[src/design/rmte_pkg.sv]
// Package for the rotation-matrix to Euler-angle pipeline.
// Holds widths, constants, the CORDIC angle table and the output rounding.
// Used by rmte_sqrt, rmte_cordic and rotation_matrix_to_euler_angles_top.
package rmte_pkg;

  localparam int MAT_W          = 16;
  localparam int THR_W          = 15;
  localparam int SUM_W          = 32;
  localparam int SY_W           = 16;
  localparam int SQRT_STEPS     = 16;
  localparam int OP_W           = 17;
  localparam int XY_W           = 34;
  localparam int Z_W            = 26;
  localparam int ANG_W          = 17;
  localparam int ROLL_W         = 16;
  localparam int PITCH_W        = 15;
  localparam int CORDIC_STAGES_DEF = 16;
  localparam int MAX_STAGES     = 24;

  localparam logic [THR_W-1:0]      THR_RESET = THR_W'(1);
  localparam logic signed [Z_W-1:0] Z_180     = Z_W'(180 * 65536);
  localparam logic signed [ANG_W-1:0] ROLL_LIM  = ANG_W'(23040);
  localparam logic signed [ANG_W-1:0] PITCH_LIM = ANG_W'(11520);

  typedef struct packed {
    logic signed [MAT_W-1:0] m00;
    logic signed [MAT_W-1:0] m10;
    logic signed [MAT_W-1:0] m20;
    logic signed [MAT_W-1:0] m21;
    logic signed [MAT_W-1:0] m22;
    logic signed [MAT_W-1:0] m11;
    logic signed [MAT_W-1:0] m12;
  } side_t;

  // round(atan(2^-i) * 180/pi * 2^16)
  function automatic logic signed [Z_W-1:0] atan_q16(input int i);
    logic signed [Z_W-1:0] v;
    case (i)
      0:  v = Z_W'(2949120);
      1:  v = Z_W'(1740967);
      2:  v = Z_W'(919879);
      3:  v = Z_W'(466945);
      4:  v = Z_W'(234379);
      5:  v = Z_W'(117304);
      6:  v = Z_W'(58666);
      7:  v = Z_W'(29335);
      8:  v = Z_W'(14668);
      9:  v = Z_W'(7334);
      10: v = Z_W'(3667);
      11: v = Z_W'(1833);
      12: v = Z_W'(917);
      13: v = Z_W'(458);
      14: v = Z_W'(229);
      15: v = Z_W'(115);
      16: v = Z_W'(57);
      17: v = Z_W'(29);
      18: v = Z_W'(14);
      19: v = Z_W'(7);
      20: v = Z_W'(4);
      21: v = Z_W'(2);
      22: v = Z_W'(1);
      default: v = '0;
    endcase
    return v;
  endfunction

  // Round half up to 7 fractional bits, then clamp to +/- lim.
  function automatic logic signed [ANG_W-1:0] rnd_sat(input logic signed [Z_W-1:0] z,
                                                      input logic signed [ANG_W-1:0] lim);
    logic signed [Z_W-1:0] t;
    logic signed [Z_W-1:0] l;
    t = (z + Z_W'(256)) >>> 9;
    l = Z_W'(lim);
    if (t > l) t = l;
    if (t < -l) t = -l;
    return ANG_W'(t);
  endfunction

endpackage

[src/design/rmte_sqrt.sv]
// Pipelined integer square root, one result bit per stage, with side payload.
// Depends on rmte_pkg.
module rmte_sqrt (
  input  logic                   clk,
  input  logic                   rst_n,
  input  logic                   en,
  input  logic                   in_valid,
  input  logic [rmte_pkg::SUM_W-1:0] in_sq0,
  input  logic [rmte_pkg::SUM_W-1:0] in_sq1,
  input  rmte_pkg::side_t        in_side,
  output logic                   out_valid,
  output logic [rmte_pkg::SY_W-1:0] out_sy,
  output rmte_pkg::side_t        out_side
);
  import rmte_pkg::*;

  logic [SUM_W-1:0] rem_r  [0:SQRT_STEPS];
  logic [SUM_W-1:0] root_r [0:SQRT_STEPS];
  side_t            side_r [0:SQRT_STEPS];
  logic             vld_r  [0:SQRT_STEPS];

  // Stage 0: form the sum of squares.
  always_ff @(posedge clk) begin
    if (!rst_n) begin
      vld_r[0] <= 1'b0;
    end else if (en) begin
      vld_r[0] <= in_valid;
    end
  end

  always_ff @(posedge clk) begin
    if (en) begin
      rem_r[0]  <= in_sq0 + in_sq1;
      root_r[0] <= '0;
      side_r[0] <= in_side;
    end
  end

  for (genvar k = 0; k < SQRT_STEPS; k++) begin : g_step
    localparam logic [SUM_W-1:0] BIT = SUM_W'(1) << (2 * (SQRT_STEPS - 1 - k));
    logic [SUM_W-1:0] trial;
    logic [SUM_W-1:0] rem_nxt;
    logic [SUM_W-1:0] root_nxt;

    always_comb begin
      trial = root_r[k] + BIT;
      if (rem_r[k] >= trial) begin
        rem_nxt  = rem_r[k] - trial;
        root_nxt = (root_r[k] >> 1) + BIT;
      end else begin
        rem_nxt  = rem_r[k];
        root_nxt = root_r[k] >> 1;
      end
    end

    always_ff @(posedge clk) begin
      if (!rst_n) begin
        vld_r[k+1] <= 1'b0;
      end else if (en) begin
        vld_r[k+1] <= vld_r[k];
      end
    end

    always_ff @(posedge clk) begin
      if (en) begin
        rem_r[k+1]  <= rem_nxt;
        root_r[k+1] <= root_nxt;
        side_r[k+1] <= side_r[k];
      end
    end
  end

  assign out_valid = vld_r[SQRT_STEPS];
  assign out_sy    = root_r[SQRT_STEPS][SY_W-1:0];
  assign out_side  = side_r[SQRT_STEPS];

endmodule

[config.mk]
export PLATFORM = sky130hd
export DESIGN_NAME = rmte_sqrt
export DESIGN_NICKNAME = d
export VERILOG_FILES = /design/src/design/rmte_pkg.sv /design/src/design/rmte_sqrt.sv
export SDC_FILE = /design/constraint.sdc
export NUM_CORES = 2
export LEC_CHECK = 0
export BUFFER_PORTS_ARGS = -buffer_cell sky130_fd_sc_hd__buf_4
export CORE_ASPECT_RATIO = 1.1
export CORE_MARGIN = 2
export CORE_UTILIZATION = 45
export CTS_CLUSTER_SIZE = 28
export DETAILED_ROUTE_END_ITERATION = 10
export PLACE_DENSITY = 0.64
export RECOVER_POWER = 50
export SETUP_SLACK_MARGIN = 0.05
export SYNTH_ARGS = -nofsm -noshare
export SYNTH_HDL_FRONTEND = slang
export SYNTH_SLANG_ARGS = --single-unit
[constraint.sdc]
create_clock -name clk -period 2.85 [get_ports clk]
set_input_delay 0.285 -clock clk [delete_from_list [all_inputs] [get_ports clk]]
set_output_delay 0.285 -clock clk [all_outputs]
set_load 0.03 [all_outputs]
==> qor.yml <==
status: "complete, but fails checks"
violations: "capacitance limit, slew limit, setup timing"
grt_overflow: 0
grt_usage_pct: 12.8
avgViaCountPerCell: 4.83
fin_cells: 8212
worstPathArrival_ns: 3.39
fin_crit_ns: 2.86
place_congestion: 0.817
cts_root_buf: "clkbuf_16"
pwr-share-comb_pct: 7.6
timing_hold_violations_final: 0
synth_nets: 4781
synth_flop_cell: "edfxtp_1"
p_leak_nw: 38.6
swShare_pct: 21.3
p_seq_share_pct: 53.9
syn_inst: 4419
routed_wl_mm: 131
cp_max_fo: 45
synth_edf_count: 2568
clockPowerShare_pct: 38.5
fin_area_mm2: 0.108
hold_class: "input port to flop"
synth.distinct_cells: 69
ff_latch_area_mm2: 0.0771
final_common_cell: "edfxtp_1"
finalMaxSlewViolations: 163
avgSynthCellArea_um2: 20.2
dr_total_vias: 39700
drc: 0
p_sw_w: 0.0183
worstPathRequired_ns: 3.37
final_nets: 5786
r2r-end: "rem_r[0][378]"
maxCapViolCount: 4
yosysWarnings: 0
post-route-period-util_pct: 100
nFillCells: 15000
layout-drive-gt1-share_pct: 18.8
multiInputGateArea_mm2: 0.0120
synthArstFlopShare_pct: 0
power_density_mw_per_mm2: 797
grt_use_met3_pct: 3.18
cp-end-kind: "flop"
regToRegSetupSlack_ns: 0.02
clock_latency_ns: 0.91
cts_tree: "done"
finClkSkew_ns: 0.0563
core_mm2: 0.197
setup_ws_ns: -0.0136
start_kind: "input port"
first_global_vias: 40500
dieArea_mm2: 0.202
dp_hpwl_mm: 79.0
path_class: "input port to flop"
final_cell_mix: "edfxtp_1 (2568), buf_4 (390), clkbuf_16 (277)"
synth_seq_cells: 2569
antenna_left: 0
clock_sinks: 2569
slew_headroom_pct: -20.5
p_int_w: 0.0678
syn_area_mm2: 0.0892
worst_slew_pin_slew_ns: 1.81
rsz0062_at_grt: "true"
syn_to_final_growth_pct: 21.2
synth-seq-area-share_pct: 86.5
drt-pass1-iter-count: 7
wire_per_inst_um: 15.9
cts_buffers: 274
min_path_cells: 5
busiest_layer: "met2"
power_w: 0.0861
r2r_start: "rem_r[0][344]"
grt.met2_usage_pct: 21.3
dp_cells: 7496
initialDrtViolationCount: 3035
grt.met1_usage_pct: 16.0
clk_pin_slew_worst_paths_ns: 0.06
grt_max_degree: 151
io_buffers: 308
max_freq_mhz: 349
die_x_um: 428
tns_ns: -0.0136
setup-violations-final: 1
ir_drop_uv: 567
grt_pass1_wl_mm: 208
cts_buffer_depth: 4
ff2ff_path_depth: 9
dieHeight_um: 471
antenna_found_initial: 10
post_dp_cell_area_mm2: 0.0966
ctsHtreeMaxLevel: 5
rows: 171
initial_core_util_pct: 45.2
pin_count: 309
crit_start: "en"
holdWs_ns: 0.115
worstSetupEndpoint: "side_r[13][20]"
[layer usage]
layer / vias to the layer above / part of all wire (%)
met5: - / 0.027
met4: 6 / 3.2
met3: 306 / 4.7
met2: 776 / 49
met1: 19300 / 43
li1: 19200 / -
[flip-flops by register name (all words and copies together) (netlist names)]
signal and flops:
rem_r 512, root_r 136, side_r 1904, vld_r 17
[worst max-delay path: stages]
cell and delay, ns:
dlygate4sd3_1 0.61, buf_16 0.32, dlymetal6s4s_1 1.45, buf_4 0.60
[worst min-delay path by stage]
| stage | from | end | slack (ns) |
|---|---|---|---|
| 2_1_floorplan | in_side[0] | side_r[0][0] | 0.38 |
| 3_3_place_gp | side_r[6][87] | side_r[7][87] | 0.40 |
| 3_5_place_dp | side_r[9][16] | side_r[10][16] | 0.40 |
| 4_1_cts | in_side[8] | side_r[0][8] | 0.005 |
| 5_1_grt | in_side[8] | side_r[0][8] | 0.06 |
| 6_report | in_sq0[11] | rem_r[0][13] | 0.11 |
[kinds of logic (layout without fill, tap and decap cells)]
family | count (synthesis) | in the layout | share of synthesized area [%]
flops | 2569 | 2569 | 86.5
compound gates | 496 | 496 | 3.46
simple gates | 692 | 692 | 4.10
fa+ha+maj | 182 | 182 | 2.56
buf+inv | 246 | 1440 | 1.05
other cells | 0 | 4 | 0
xor+xnor | 215 | 215 | 2.11
mux | 19 | 19 | 0.231
[power by group through the flow]
stage / Sequential [W] / Combinational, W / Clock (W)
after floorplan: 0.0469 / 0.00334 / 0
after global placement: 0.0471 / 0.00579 / 0
after detailed placement: 0.0472 / 0.00594 / 0
after CTS: 0.0464 / 0.00636 / 0.0344
after global routing: 0.0467 / 0.00727 / 0.0359
final: 0.0464 / 0.00657 / 0.0331
[cell usage after synthesis, drive strengths merged, types with 14 or more instances]
cell type | number | area, um2
a211oi | 20 | 150
nor4 | 74 | 469
and3 | 23 | 144
ha | 181 | 2260
clkbuf | 30 | 113
nand3 | 36 | 180
nand2b | 48 | 300
nor3 | 70 | 355
nor2b | 33 | 206
nand4 | 32 | 200
a21oi | 134 | 671
or3 | 20 | 125
o21ai | 150 | 751
or4 | 14 | 105
a21o | 57 | 428
inv | 208 | 781
xnor2 | 122 | 1070
nor2 | 130 | 488
o31ai | 17 | 128
xor2 | 93 | 815
nand2 | 140 | 526
o21a | 45 | 338
edfxtp | 2568 | 77100
[cell type report]
type                            instances  share of cell area [%]
Multi-Input combinational cell       1604                    11.1
Inverter                              208                   0.722
Clock buffer                          316                    6.55
Timing Repair Buffer                  767                    6.03
Sequential cell                      2569                    71.4
Tap cell                             2595                    3.00
Antenna cell                            4                 0.00926
Clock inverter                        149                    1.23
[timing repair]
item | CTS | global route
hold buffers | 208 | 0
pin swaps | 24 | 42
buffers inserted | 15 | 27
gates cloned | 0 | 0
resized for setup | 54 | 129
setup endpoints to repair | 103 | 161
endpoints found under the hold margin | 180 | 0
[through the flow]
step,utilization [%],setup slack (ns)
floorplan,-,-0.00811
global placement,49.0,-0.204
detailed placement,49.0,-0.219
CTS,54.5,0.0149
global route,54.8,-0.119
finish,54.8,-0.0136
Power figures use the tool's default switching activity.
